File: config.mk
export PLATFORM = sky130hd
export DESIGN_NAME = md5_message_digest
export DESIGN_NICKNAME = d
export VERILOG_FILES = /design/src/hw/rtl/md5_pkg.sv /design/src/hw/rtl/md5_ram.sv /design/src/hw/rtl/md5_front.sv /design/src/hw/rtl/md5_queue.sv /design/src/hw/rtl/md5_core.sv /design/src/hw/rtl/md5_message_digest.sv
export SDC_FILE = /design/constraint.sdc
export NUM_CORES = 2
export LEC_CHECK = 0
export BUFFER_PORTS_ARGS = -buffer_cell sky130_fd_sc_hd__buf_2
export CORE_ASPECT_RATIO = 0.9
export CORE_MARGIN = 4
export CORE_UTILIZATION = 55
export CTS_BUF_LIST = sky130_fd_sc_hd__clkbuf_8 sky130_fd_sc_hd__clkbuf_16
export CTS_CLUSTER_DIAMETER = 40
export DETAILED_ROUTE_END_ITERATION = 7
export PLACE_DENSITY = 0.71
export SYNTH_ARGS = -nofsm -noshare
export SYNTH_HDL_FRONTEND = slang
export SYNTH_SLANG_ARGS = --single-unit
File: constraint.sdc
create_clock -name clk -period 20.6 [get_ports clk]
set_input_delay 3.09 -clock clk [delete_from_list [all_inputs] [get_ports clk]]
set_output_delay 3.09 -clock clk [all_outputs]
set_load 0.01 [all_outputs]
File: src/hw/rtl/md5_pkg.sv
// ----------------------------------------------------------------------------
// md5_pkg: shared types and constants for the MD5 digest block
// Round constants, shift amounts, message index schedule and initial vector.
// ----------------------------------------------------------------------------
package md5_pkg;

  localparam logic [31:0] IV_A = 32'h67452301;
  localparam logic [31:0] IV_B = 32'hefcdab89;
  localparam logic [31:0] IV_C = 32'h98badcfe;
  localparam logic [31:0] IV_D = 32'h10325476;
  localparam logic [31:0] PAD_WORD = 32'h00000080;

  // Queue entry from front end to compression engine
  typedef struct packed {
    logic [31:0] word;
    logic        blk_end;   // word completes a block
    logic        msg_end;   // block is the final one of the message
  } md5_ent_t;

  typedef enum logic [1:0] {
    FE_TAKE,
    FE_ZERO,
    FE_LEN_LO,
    FE_LEN_HI
  } fe_state_t;

  typedef enum logic [1:0] {
    BE_FILL,
    BE_ROUND,
    BE_ADD,
    BE_OUT
  } be_state_t;

  function automatic logic [31:0] round_k(input logic [5:0] i);
    logic [31:0] k;
    case (i)
      6'd0: k = 32'hd76aa478;  6'd1: k = 32'he8c7b756;
      6'd2: k = 32'h242070db;  6'd3: k = 32'hc1bdceee;
      6'd4: k = 32'hf57c0faf;  6'd5: k = 32'h4787c62a;
      6'd6: k = 32'ha8304613;  6'd7: k = 32'hfd469501;
      6'd8: k = 32'h698098d8;  6'd9: k = 32'h8b44f7af;
      6'd10: k = 32'hffff5bb1; 6'd11: k = 32'h895cd7be;
      6'd12: k = 32'h6b901122; 6'd13: k = 32'hfd987193;
      6'd14: k = 32'ha679438e; 6'd15: k = 32'h49b40821;
      6'd16: k = 32'hf61e2562; 6'd17: k = 32'hc040b340;
      6'd18: k = 32'h265e5a51; 6'd19: k = 32'he9b6c7aa;
      6'd20: k = 32'hd62f105d; 6'd21: k = 32'h02441453;
      6'd22: k = 32'hd8a1e681; 6'd23: k = 32'he7d3fbc8;
      6'd24: k = 32'h21e1cde6; 6'd25: k = 32'hc33707d6;
      6'd26: k = 32'hf4d50d87; 6'd27: k = 32'h455a14ed;
      6'd28: k = 32'ha9e3e905; 6'd29: k = 32'hfcefa3f8;
      6'd30: k = 32'h676f02d9; 6'd31: k = 32'h8d2a4c8a;
      6'd32: k = 32'hfffa3942; 6'd33: k = 32'h8771f681;
      6'd34: k = 32'h6d9d6122; 6'd35: k = 32'hfde5380c;
      6'd36: k = 32'ha4beea44; 6'd37: k = 32'h4bdecfa9;
      6'd38: k = 32'hf6bb4b60; 6'd39: k = 32'hbebfbc70;
      6'd40: k = 32'h289b7ec6; 6'd41: k = 32'heaa127fa;
      6'd42: k = 32'hd4ef3085; 6'd43: k = 32'h04881d05;
      6'd44: k = 32'hd9d4d039; 6'd45: k = 32'he6db99e5;
      6'd46: k = 32'h1fa27cf8; 6'd47: k = 32'hc4ac5665;
      6'd48: k = 32'hf4292244; 6'd49: k = 32'h432aff97;
      6'd50: k = 32'hab9423a7; 6'd51: k = 32'hfc93a039;
      6'd52: k = 32'h655b59c3; 6'd53: k = 32'h8f0ccc92;
      6'd54: k = 32'hffeff47d; 6'd55: k = 32'h85845dd1;
      6'd56: k = 32'h6fa87e4f; 6'd57: k = 32'hfe2ce6e0;
      6'd58: k = 32'ha3014314; 6'd59: k = 32'h4e0811a1;
      6'd60: k = 32'hf7537e82; 6'd61: k = 32'hbd3af235;
      6'd62: k = 32'h2ad7d2bb; 6'd63: k = 32'heb86d391;
      default: k = 32'h0;
    endcase
    return k;
  endfunction

  function automatic logic [4:0] round_s(input logic [5:0] i);
    logic [4:0] s;
    case ({i[5:4], i[1:0]})
      4'd0: s = 5'd7;   4'd1: s = 5'd12;  4'd2: s = 5'd17;  4'd3: s = 5'd22;
      4'd4: s = 5'd5;   4'd5: s = 5'd9;   4'd6: s = 5'd14;  4'd7: s = 5'd20;
      4'd8: s = 5'd4;   4'd9: s = 5'd11;  4'd10: s = 5'd16; 4'd11: s = 5'd23;
      4'd12: s = 5'd6;  4'd13: s = 5'd10; 4'd14: s = 5'd15; default: s = 5'd21;
    endcase
    return s;
  endfunction

  // Message word index per round
  function automatic logic [3:0] round_g(input logic [5:0] i);
    logic [3:0] g;
    case (i[5:4])
      2'd0: g = i[3:0];
      2'd1: g = 4'(i[3:0] * 4'd5 + 4'd1);
      2'd2: g = 4'(i[3:0] * 4'd3 + 4'd5);
      default: g = 4'(i[3:0] * 4'd7);
    endcase
    return g;
  endfunction

endpackage

File: src/hw/rtl/md5_ram.sv
// ----------------------------------------------------------------------------
// md5_ram: generic single-port-write, single-read RAM
// One write and one registered read per cycle.
// ----------------------------------------------------------------------------
module md5_ram #(
  parameter int Width = 32,
  parameter int Depth = 16
) (
  input  logic                     clk,
  input  logic                     we,
  input  logic [$clog2(Depth)-1:0] waddr,
  input  logic [Width-1:0]         wdata,
  input  logic [$clog2(Depth)-1:0] raddr,
  output logic [Width-1:0]         rdata
);

  logic [Width-1:0] mem [Depth];

  always_ff @(posedge clk) begin
    if (we) begin
      mem[waddr] <= wdata;
    end
    rdata <= mem[raddr];
  end

endmodule

File: src/hw/rtl/md5_front.sv
// ----------------------------------------------------------------------------
// md5_front: input classifier and padder
// Takes message words, counts length, and emits padded block words.
// ----------------------------------------------------------------------------
module md5_front import md5_pkg::*; (
  input  logic        clk,
  input  logic        rst,
  input  logic [31:0] message_word,
  input  logic [2:0]  valid_bytes,
  input  logic        last_word,
  input  logic        in_valid,
  output logic        in_stall,
  output logic        q_valid,
  output md5_ent_t    q_ent,
  input  logic        q_stall
);

  fe_state_t   state, state_next;
  logic [63:0] bit_length;
  logic [3:0]  word_fill;
  logic        pad_pend;   // full last word: pad word still to send

  logic [2:0]  nb;
  logic [31:0] mask, tail;
  logic        push;
  logic [3:0]  fill_inc;

  // byte count clamp and tail word for short last word
  always_comb begin
    nb = (!last_word || valid_bytes > 3'd4) ? 3'd4 : valid_bytes;
    case (nb)
      3'd0: mask = 32'h00000000;
      3'd1: mask = 32'h000000ff;
      3'd2: mask = 32'h0000ffff;
      3'd3: mask = 32'h00ffffff;
      default: mask = 32'hffffffff;
    endcase
    tail = (message_word & mask) | (PAD_WORD << {nb[1:0], 3'b000});
  end

  assign push     = q_valid && !q_stall;
  assign fill_inc = word_fill + 4'd1;

  // queue entry and next state
  always_comb begin
    state_next = state;
    q_valid    = 1'b0;
    q_ent      = '0;
    in_stall   = 1'b1;
    case (state)
      FE_TAKE: begin
        if (pad_pend) begin
          q_valid = 1'b1;
          q_ent.word = PAD_WORD;
        end else begin
          in_stall = q_stall;
          q_valid  = in_valid;
          q_ent.word = (last_word && nb != 3'd4) ? tail : message_word;
        end
        q_ent.blk_end = (word_fill == 4'd15);
      end
      FE_ZERO: begin
        q_valid = 1'b1;
        q_ent.blk_end = (word_fill == 4'd15);
      end
      FE_LEN_LO: begin
        q_valid = 1'b1;
        q_ent.word = bit_length[31:0];
      end
      FE_LEN_HI: begin
        q_valid = 1'b1;
        q_ent.word = bit_length[63:32];
        q_ent.blk_end = 1'b1;
        q_ent.msg_end = 1'b1;
      end
      default: ;
    endcase
    if (push) begin
      case (state)
        FE_TAKE: begin
          if (pad_pend || (last_word && nb != 3'd4)) begin
            state_next = (fill_inc == 4'd14) ? FE_LEN_LO : FE_ZERO;
          end
        end
        FE_ZERO: begin
          if (fill_inc == 4'd14) state_next = FE_LEN_LO;
        end
        FE_LEN_LO: state_next = FE_LEN_HI;
        FE_LEN_HI: state_next = FE_TAKE;
        default: state_next = FE_TAKE;
      endcase
    end
  end

  always_ff @(posedge clk) begin
    if (rst) begin
      state      <= FE_TAKE;
      bit_length <= '0;
      word_fill  <= '0;
      pad_pend   <= 1'b0;
    end else begin
      state <= state_next;
      if (push) begin
        word_fill <= (state == FE_LEN_HI) ? 4'd0 : fill_inc;
        if (state == FE_LEN_HI) bit_length <= '0;
        if (state == FE_TAKE && pad_pend) pad_pend <= 1'b0;
        if (state == FE_TAKE && !pad_pend) begin
          bit_length <= bit_length + {58'd0, nb, 3'b000};
          if (last_word && nb == 3'd4) pad_pend <= 1'b1;
        end
      end
    end
  end

endmodule

File: src/hw/rtl/md5_queue.sv
// ----------------------------------------------------------------------------
// md5_queue: two-entry queue between front end and compression engine
// Lets either side stall on its own.
// ----------------------------------------------------------------------------
module md5_queue import md5_pkg::*; (
  input  logic     clk,
  input  logic     rst,
  input  logic     wr_valid,
  input  md5_ent_t wr_ent,
  output logic     wr_stall,
  output logic     rd_valid,
  output md5_ent_t rd_ent,
  input  logic     rd_stall
);

  md5_ent_t   slot [2];
  logic       wptr, rptr;
  logic [1:0] count;
  logic       wr, rd;

  assign wr_stall = (count == 2'd2);
  assign rd_valid = (count != 2'd0);
  assign rd_ent   = slot[rptr];
  assign wr       = wr_valid && !wr_stall;
  assign rd       = rd_valid && !rd_stall;

  always_ff @(posedge clk) begin
    if (wr) slot[wptr] <= wr_ent;
  end

  always_ff @(posedge clk) begin
    if (rst) begin
      wptr  <= 1'b0;
      rptr  <= 1'b0;
      count <= '0;
    end else begin
      if (wr) wptr <= ~wptr;
      if (rd) rptr <= ~rptr;
      count <= count + {1'b0, wr} - {1'b0, rd};
    end
  end

endmodule

File: src/hw/rtl/md5_core.sv
// ----------------------------------------------------------------------------
// md5_core: compression engine
// Buffers 16 words, runs 64 rounds one per cycle, emits the digest.
// ----------------------------------------------------------------------------
module md5_core import md5_pkg::*; (
  input  logic        clk,
  input  logic        rst,
  input  logic        q_valid,
  input  md5_ent_t    q_ent,
  output logic        q_stall,
  output logic [31:0] digest_word,
  output logic        digest_last,
  output logic        out_valid,
  input  logic        out_stall
);

  be_state_t   state, state_next;
  logic [3:0]  fill;
  logic [5:0]  rnd;
  logic        msg_end;
  logic [31:0] ra, rb, rc, rd;
  logic [31:0] ca, cb, cc, cd;
  logic [1:0]  oidx;
  logic [31:0] mdata;
  logic [5:0]  rd_rnd;
  logic        take;
  logic [31:0] f, sum, rot;
  logic [4:0]  sh;

  assign take    = (state == BE_FILL) && q_valid;
  assign q_stall = (state != BE_FILL);

  // read address leads the round counter by one (registered read)
  assign rd_rnd = (state == BE_FILL) ? 6'd0 : 6'(rnd + 6'd1);

  md5_ram #(.Width(32), .Depth(16)) u_buf (
    .clk   (clk),
    .we    (take),
    .waddr (fill),
    .wdata (q_ent.word),
    .raddr (round_g(rd_rnd)),
    .rdata (mdata)
  );

  // one MD5 round
  always_comb begin
    case (rnd[5:4])
      2'd0: f = (rb & rc) | (~rb & rd);
      2'd1: f = (rd & rb) | (~rd & rc);
      2'd2: f = rb ^ rc ^ rd;
      default: f = rc ^ (rb | ~rd);
    endcase
    sum = f + ra + round_k(rnd) + mdata;
    sh  = round_s(rnd);
    rot = (sum << sh) | (sum >> (6'd32 - {1'b0, sh}));
  end

  always_comb begin
    state_next = state;
    case (state)
      BE_FILL:  if (take && q_ent.blk_end) state_next = BE_ROUND;
      BE_ROUND: if (rnd == 6'd63) state_next = BE_ADD;
      BE_ADD:   state_next = msg_end ? BE_OUT : BE_FILL;
      BE_OUT:   if (!out_stall && oidx == 2'd3) state_next = BE_FILL;
      default:  state_next = BE_FILL;
    endcase
  end

  assign out_valid   = (state == BE_OUT);
  assign digest_last = (oidx == 2'd3);
  always_comb begin
    case (oidx)
      2'd0: digest_word = ca;
      2'd1: digest_word = cb;
      2'd2: digest_word = cc;
      default: digest_word = cd;
    endcase
  end

  always_ff @(posedge clk) begin
    if (rst) begin
      state <= BE_FILL;
      fill  <= '0;
      rnd   <= '0;
      oidx  <= '0;
      msg_end <= 1'b0;
      ca <= IV_A; cb <= IV_B; cc <= IV_C; cd <= IV_D;
      ra <= '0; rb <= '0; rc <= '0; rd <= '0;
    end else begin
      state <= state_next;
      case (state)
        BE_FILL: begin
          if (take) begin
            fill <= fill + 4'd1;
            if (q_ent.blk_end) begin
              msg_end <= q_ent.msg_end;
              rnd <= '0;
              ra <= ca; rb <= cb; rc <= cc; rd <= cd;
            end
          end
        end
        BE_ROUND: begin
          ra <= rd;
          rd <= rc;
          rc <= rb;
          rb <= rb + rot;
          rnd <= rnd + 6'd1;
        end
        BE_ADD: begin
          ca <= ca + ra; cb <= cb + rb; cc <= cc + rc; cd <= cd + rd;
          fill <= '0;
          oidx <= '0;
        end
        BE_OUT: begin
          if (!out_stall) begin
            oidx <= oidx + 2'd1;
            if (oidx == 2'd3) begin
              ca <= IV_A; cb <= IV_B; cc <= IV_C; cd <= IV_D;
            end
          end
        end
        default: ;
      endcase
    end
  end

endmodule

File: src/hw/rtl/md5_message_digest.sv
// ----------------------------------------------------------------------------
// md5_message_digest: streaming MD5 hash engine
// Pads the message, compresses 16-word blocks, emits four digest words.
// ----------------------------------------------------------------------------
//   channel  | direction | handshake           | payload
//   input    | in        | in_valid / in_stall | message_word, valid_bytes, last_word
//   output   | out       | out_valid/out_stall | digest_word, digest_last
//
// A block of 16 words is written into the buffer, run through 64 rounds on
// the single round unit and added in; the core takes no words until it is done.
// The last word adds padding words and one or two blocks, then four outputs.
// Synchronous reset loads the initial vector; the buffer needs no clearing.
// Stalls on the output hold the engine; a two-entry queue decouples the front.
module md5_message_digest import md5_pkg::*; (
  input  logic        clk,
  input  logic        rst,
  input  logic        in_valid,
  output logic        in_stall,
  input  logic [31:0] message_word,
  input  logic [2:0]  valid_bytes,
  input  logic        last_word,
  output logic        out_valid,
  input  logic        out_stall,
  output logic [31:0] digest_word,
  output logic        digest_last
);

  logic     f_valid, f_stall, c_valid, c_stall;
  md5_ent_t f_ent, c_ent;

  md5_front u_front (
    .clk, .rst, .message_word, .valid_bytes, .last_word, .in_valid, .in_stall,
    .q_valid (f_valid), .q_ent (f_ent), .q_stall (f_stall)
  );

  md5_queue u_queue (
    .clk, .rst,
    .wr_valid (f_valid), .wr_ent (f_ent), .wr_stall (f_stall),
    .rd_valid (c_valid), .rd_ent (c_ent), .rd_stall (c_stall)
  );

  md5_core u_core (
    .clk, .rst, .q_valid (c_valid), .q_ent (c_ent), .q_stall (c_stall),
    .digest_word, .digest_last, .out_valid, .out_stall
  );

endmodule
* Word-level counts from Yosys, hierarchy flattened
Memory sizes are Yosys's and may differ from the RTL's. A register that Yosys moved wholly into a read port is not among the register bits. Index checks and enable logic that the tools add are counted. W data, S select, Z words.
Cells by class: bitwise operators 17, divide/modulo/power cells 0, order comparisons 1, shifts and indexed selects 3, multipliers 3, eq/ne operators 31, add/sub/neg operators 18, reductions and logical operators 38, muxes and demuxes 71
Operators by type and width (count):
- $mux W32 | 18
- $pmux W32 S2 | 8
- $pmux W32 S3 | 3
- $add A32 B32 Y32 | 8
- $and A32 B32 Y32 | 5
- $or A32 B32 Y32 | 5
- $mux W64 | 2
- $pmux W32 S4 | 1
- $xor A32 B32 Y32 | 3
- $add A64 B6 Y64 | 1
- $not A32 Y32 | 2
- $shl A32 B5 Y32 | 1
- $shl A8 B5 Y32 const A | 1
- $shr A32 B6 Y32 | 1
- $mux W6 | 5
- $eq A2 B2 Y1 const B | 9
- $mux W2 | 8
- $mux W4 | 4
- $pmux W2 S4 | 2
- $reduce_and A3 Y1 | 5
- $ne A2 B1 Y1 const B | 7
- $mux W1 | 13
- $add A4 B1 Y4 const B | 3
- $pmux W4 S3 | 1
- 32 further kinds | 66
Storage, ports and cells: logic and storage cells 206, output and inout port bits 35, latch bits 0, register bits 346, ROM bits 2128, memories kept 4, RAM bits 580
Memories:
- (no name shown) | depth 64, bits a word 32, read ports 1, clocked after Yosys merged registers in 1, wr ports 0, line md5_pkg.sv:36 | case (i)
- u_core.u_buf.mem | depth 16, bits a word 32, read ports 1, clocked after Yosys merged registers in 1, wr ports 1, line md5_ram.sv:17 | logic [Width-1:0] mem [Depth];
- (no name shown) | depth 16, bits a word 5, read ports 1, clocked after Yosys merged registers in 1, wr ports 0, line md5_pkg.sv:76 | case ({i[5:4], i[1:0]})
- u_queue.slot | depth 2, bits a word 34, read ports 1, clocked after Yosys merged registers in 1, wr ports 1, line md5_queue.sv:16 | md5_ent_t slot [2];

* Longest topological paths before layout
depth in word-level cells 11, mapped depth 40, depth with buffers taken out 38

* By module
Synthesis repeated with hierarchy kept, for this count alone.
Unflattened totals: cells, all modules 5928, area total of the unflattened synthesis 58554.9 sq um
By module, submodules not included:
- md5_core | instances 1, sequential area each 6165.9 sq um, cells each 4429, area each 31846.8 sq um
- md5_ram | instances 1, sequential area each 16015.4 sq um, cells each 838, area each 19835.3 sq um
- md5_front | instances 1, sequential area each 1361.3 sq um, cells each 526, area each 4170.2 sq um
- md5_queue | instances 1, sequential area each 2142.1 sq um, cells each 135, area each 2702.6 sq um

* Least setup slack after synthesis
Ideal clock, no wire load.
path type flip-flop to flip-flop, start register u_core.rnd[4], end register u_core.rb[26], library setup time 0.134 ns, setup slack 11.881 ns, data arrival time 8.585 ns, path buffers 4, stages on the path, launching flop included 41, clock period less this slack 8.719 ns, path through dfxtp_1 buf_2 clkbuf_1 clkbuf_1 clkbuf_1 o21ai_0 nand2_1 o21ai_0 o21ai_0 fa_1 fa_1 inv_1 ha_1 inv_1 fa_1 nand2b_1 a21o_1 a211oi_4 (+5 left out) a21oi_1 mux2i_1 nand2_1 a221o_1 ha_1 fa_1 a21o_1 a21o_1 a2111oi_0 o31ai_1 a21oi_1 o31ai_1 o21a_1 nor2_1 nor2b_1 o21a_1 o311ai_0 o31ai_1
Between the ends: cells in the longest elaborated chain, start to end 9
Ends and longest elaborated chain:
- start: declaration | line md5_core.sv:19 | logic [5:0] rnd;
- start signal: assignment | line md5_core.sv:107 | rnd <= rnd + 6'd1;
- $eq A2 B2 Y1, or another cell as far along | line md5_core.sv:47 | case (rnd[5:4])
- $pmux W32 S3 (*) | line md5_core.sv:47
- $add A32 B32 Y32 (*) (3 in series) | line md5_core.sv:53 | sum = f + ra + round_k(rnd) + mdata;
- $shr A32 B6 Y32 or $shl A32 B5 Y32 (tied branches) | line md5_core.sv:55 | rot = (sum << sh) | (sum >> (6'd32 - {1'b0, sh}));
- $or A32 B32 Y32 (*) | line md5_core.sv:55
- $add A32 B32 Y32 (*) | line md5_core.sv:106 | rb <= rb + rot;
- $pmux W32 S2 (*) | line md5_core.sv:91 | case (state)
- end signal: assignment | line md5_core.sv:106
- end: declaration | line md5_core.sv:21 | logic [31:0] ra, rb, rc, rd;
Every way passes the cells marked *; elsewhere a longest branch is shown, timed or not. A chain may end at the register's enable or synchronous reset.

* Worst setup path in the final report
Same ends and word-level chain as after synthesis.

==> results.sh <==
export IMPL_timing_slew_headroom_pct=21.5
export IMPL_violations="DRC"
export IMPL_synth_enable_flop_cells=580
export IMPL_yosysSeqAreaShare_pct=43.9
export IMPL_chipHeight_um=317
export IMPL_min_path_type="flip-flop to flip-flop"
export IMPL_postCtsSetupRepairBufs=0
export IMPL_synth_ff_type="edfxtp_1"
export IMPL_timing_final_crit_share_pct=51.2
export IMPL_worst_hold_slack_ns=0.505
export IMPL_slew_violations=0
export IMPL_synth_nets=6527
export IMPL_tritoncts="done"
export IMPL_die_w_um=352
export IMPL_max_freq_ghz=0.0947
export IMPL_drc_errors=5
export IMPL_final_setup_viol_count=0
export IMPL_num_nets_final=6433
export IMPL_cts_root_buf="clkbuf_16"
export IMPL_cp_max_fo=41
export IMPL_layout_commonest_cell="nor2_1"
export IMPL_critical_path_class="flip-flop to flip-flop"
export IMPL_postSynthCellCount=6186
export IMPL_postCtsHoldBufs=0
export IMPL_critPathMaxStageDelay_ns=0.83
export IMPL_arrival_ns=11.17
export IMPL_synth_cell_types=106
export IMPL_worst_slew_pin_slew_ns=1.17
export IMPL_async_reset_ff_share_pct=0
export IMPL_post_drt_wl_per_cell_um=24.1
export IMPL_ios=75
export IMPL_cp_start_kind="flip-flop"
export IMPL_avgViaCountPerCell=6.53
export IMPL_post_dp_hpwl_um=122000
export IMPL_antenna_found_initial=10
export IMPL_status="finished with violations"
export IMPL_rows=113
export IMPL_final_min_clock_period_ns=10.56
export IMPL_dieArea_um2=112000
export IMPL_regArea_um2=25700
export IMPL_drv_cap=0
export IMPL_finalHoldViolCount=0
export IMPL_grt_overflow_total=0
export IMPL_synth_area_um2=58500
export IMPL_area_growth_syn_to_layout_pct=10.7
export IMPL_final_layout_size_suffix_gt1_share_pct=9.01
export IMPL_mostFrequentLayoutCells="nor2_1 (641), nand2_1 (637), edfxtp_1 (580)"
export IMPL_synth_seq_cells=993
export IMPL_io_buffers=74
export IMPL_htree_levels=4
export IMPL_cts_sinks=993
export IMPL_grt_pass1_wl_um=277000
export IMPL_synth_top_area_share_pct=29.8
export IMPL_gp_congestion=0.988
export IMPL_drt_iter0_markers=5874
export IMPL_dpl_worst_slack_ns=10.20
export IMPL_critPathSlowestCell="dfxtp_2"
export IMPL_grt_max_degree=99
export IMPL_cts_buffers=139
export IMPL_rsz0062_at_grt="no"
export IMPL_start_util_pct=55.4
export IMPL_grt_pass1_vias=45900
export IMPL_dp_cells=7331
export IMPL_yosysWarningCount=0
export IMPL_cts_buffer_depth=3
export IMPL_fin_ws_ns=10.04
export IMPL_num_vias=49600
export IMPL_yosysTopAreaCell="edfxtp_1"
export IMPL_fin_skew_ns=0.0421
export IMPL_synthTopCellsByArea="edfxtp_1 (30%), dfxtp_1 (14%), ha_1 (4.9%)"
export IMPL_crit_required_ns=21.22
export IMPL_core_area_um2=106000
export IMPL_grt_usage_pct=32.1
export IMPL_cts_resized=0
export IMPL_tns_ns=0
export IMPL_drt_pass1_iter_count=8
export IMPL_final_cells=7588
export IMPL_wirelength_um=183000
export IMPL_fill_cells=8688
export IMPL_clk_latency_ns=0.79
export IMPL_antenna_left=0
export IMPL_avgSynthCellArea_um2=9.46
export IMPL_path_clk_slew_ns=0.05
export IMPL_crit_path_end_kind="flip-flop"
export IMPL_multiInputGateArea_um2=30600
cells in the mapped netlist, types with 74 or more instances:
| master | n |
|---|---|
| dfxtp_1 | 413 |
| ha_1 | 231 |
| xnor2_1 | 122 |
| clkbuf_1 | 326 |
| nand3_1 | 74 |
| a31oi_1 | 104 |
| a211oi_1 | 363 |
| o21ai_0 | 253 |
| mux2i_1 | 191 |
| nand2_1 | 639 |
| a21o_1 | 87 |
| o22ai_1 | 91 |
| edfxtp_1 | 580 |
| xor2_1 | 111 |
| nor2_1 | 656 |
| and2_1 | 139 |
| a21oi_1 | 456 |
| inv_1 | 237 |
worst paths after layout:
check	startpoint	to	slack, ns	cells after the start
hold reg to reg	u_core.ca[17]	u_core.ca[17]	0.51	2
setup reg to reg	u_core.rnd[4]	u_core.rb[26]	10.04	36
hold / removal	u_core.ca[17]	u_core.ca[17]	0.51	2
setup / recovery	u_core.rnd[4]	u_core.rb[26]	10.04	36
sequential cells by signal, summed over array words and instances (netlist names), 32 cells and up, named ones only:
register	count
u_core.u_buf.mem	512
u_queue.slot	68
u_front.bit_length	61
u_core.ca	32
u_core.cb	32
u_core.cc	32
u_core.cd	32
u_core.ra	32
u_core.rb	32
u_core.rc	32
u_core.rd	32
u_core.u_buf.rdata	32
area by class of cell:
type | count | area share [%]
multi-input cells | 4544 | 47.2
flip-flops and latches | 993 | 39.7
clock buffers | 150 | 5.64
well taps | 1380 | 2.67
clock inverters | 105 | 1.74
repair buffers | 169 | 1.69
inverters | 245 | 1.42
diodes | 2 | 0.00773
critical path, delay by kind of cell (launching register included):
kind,cells,cell delay (ns)
adders and majority gates,5,2.03
muxes,1,0.29
buffers and inverters,2,0.61
AOI/OAI and AO/OA,20,5.19
DFF,1,0.83
and+or+nand+nor,8,1.42
stage by stage:
| stage | instance area, um2 | utilization (%) |
|---|---|---|
| floorplan | 58500 | - |
| global placement | 60000 | 56.8 |
| detailed placement | 60000 | 56.8 |
| CTS | 64800 | 61.3 |
| global route | 64800 | 61.3 |
| finish | 64800 | 61.3 |
routing by layer:
metal	vias to the layer above	GRT usage (%)	wire length [um]	share of wire, %
met2	2406	48.7	79900	44
li1	22700	-	-	-
met5	-	0	52	0.028
met3	445	6.71	18100	9.9
met4	8	11.6	6620	3.6
met1	24000	45.7	78600	43
cell families after synthesis:
kind of cell	Yosys count	share of synthesized area [%]
and+or+nand+nor	1845	14.1
AOI/OAI and AO/OA	1896	21.9
muxes	264	4.94
DFF	993	43.9
buffers and inverters	649	4.21
adders and majority gates	303	7.37
xor gates and xnor gates	236	3.57
Power is not shown: default switching activity piles up to over one toggle a cycle in this logic, so the estimate is an artifact.
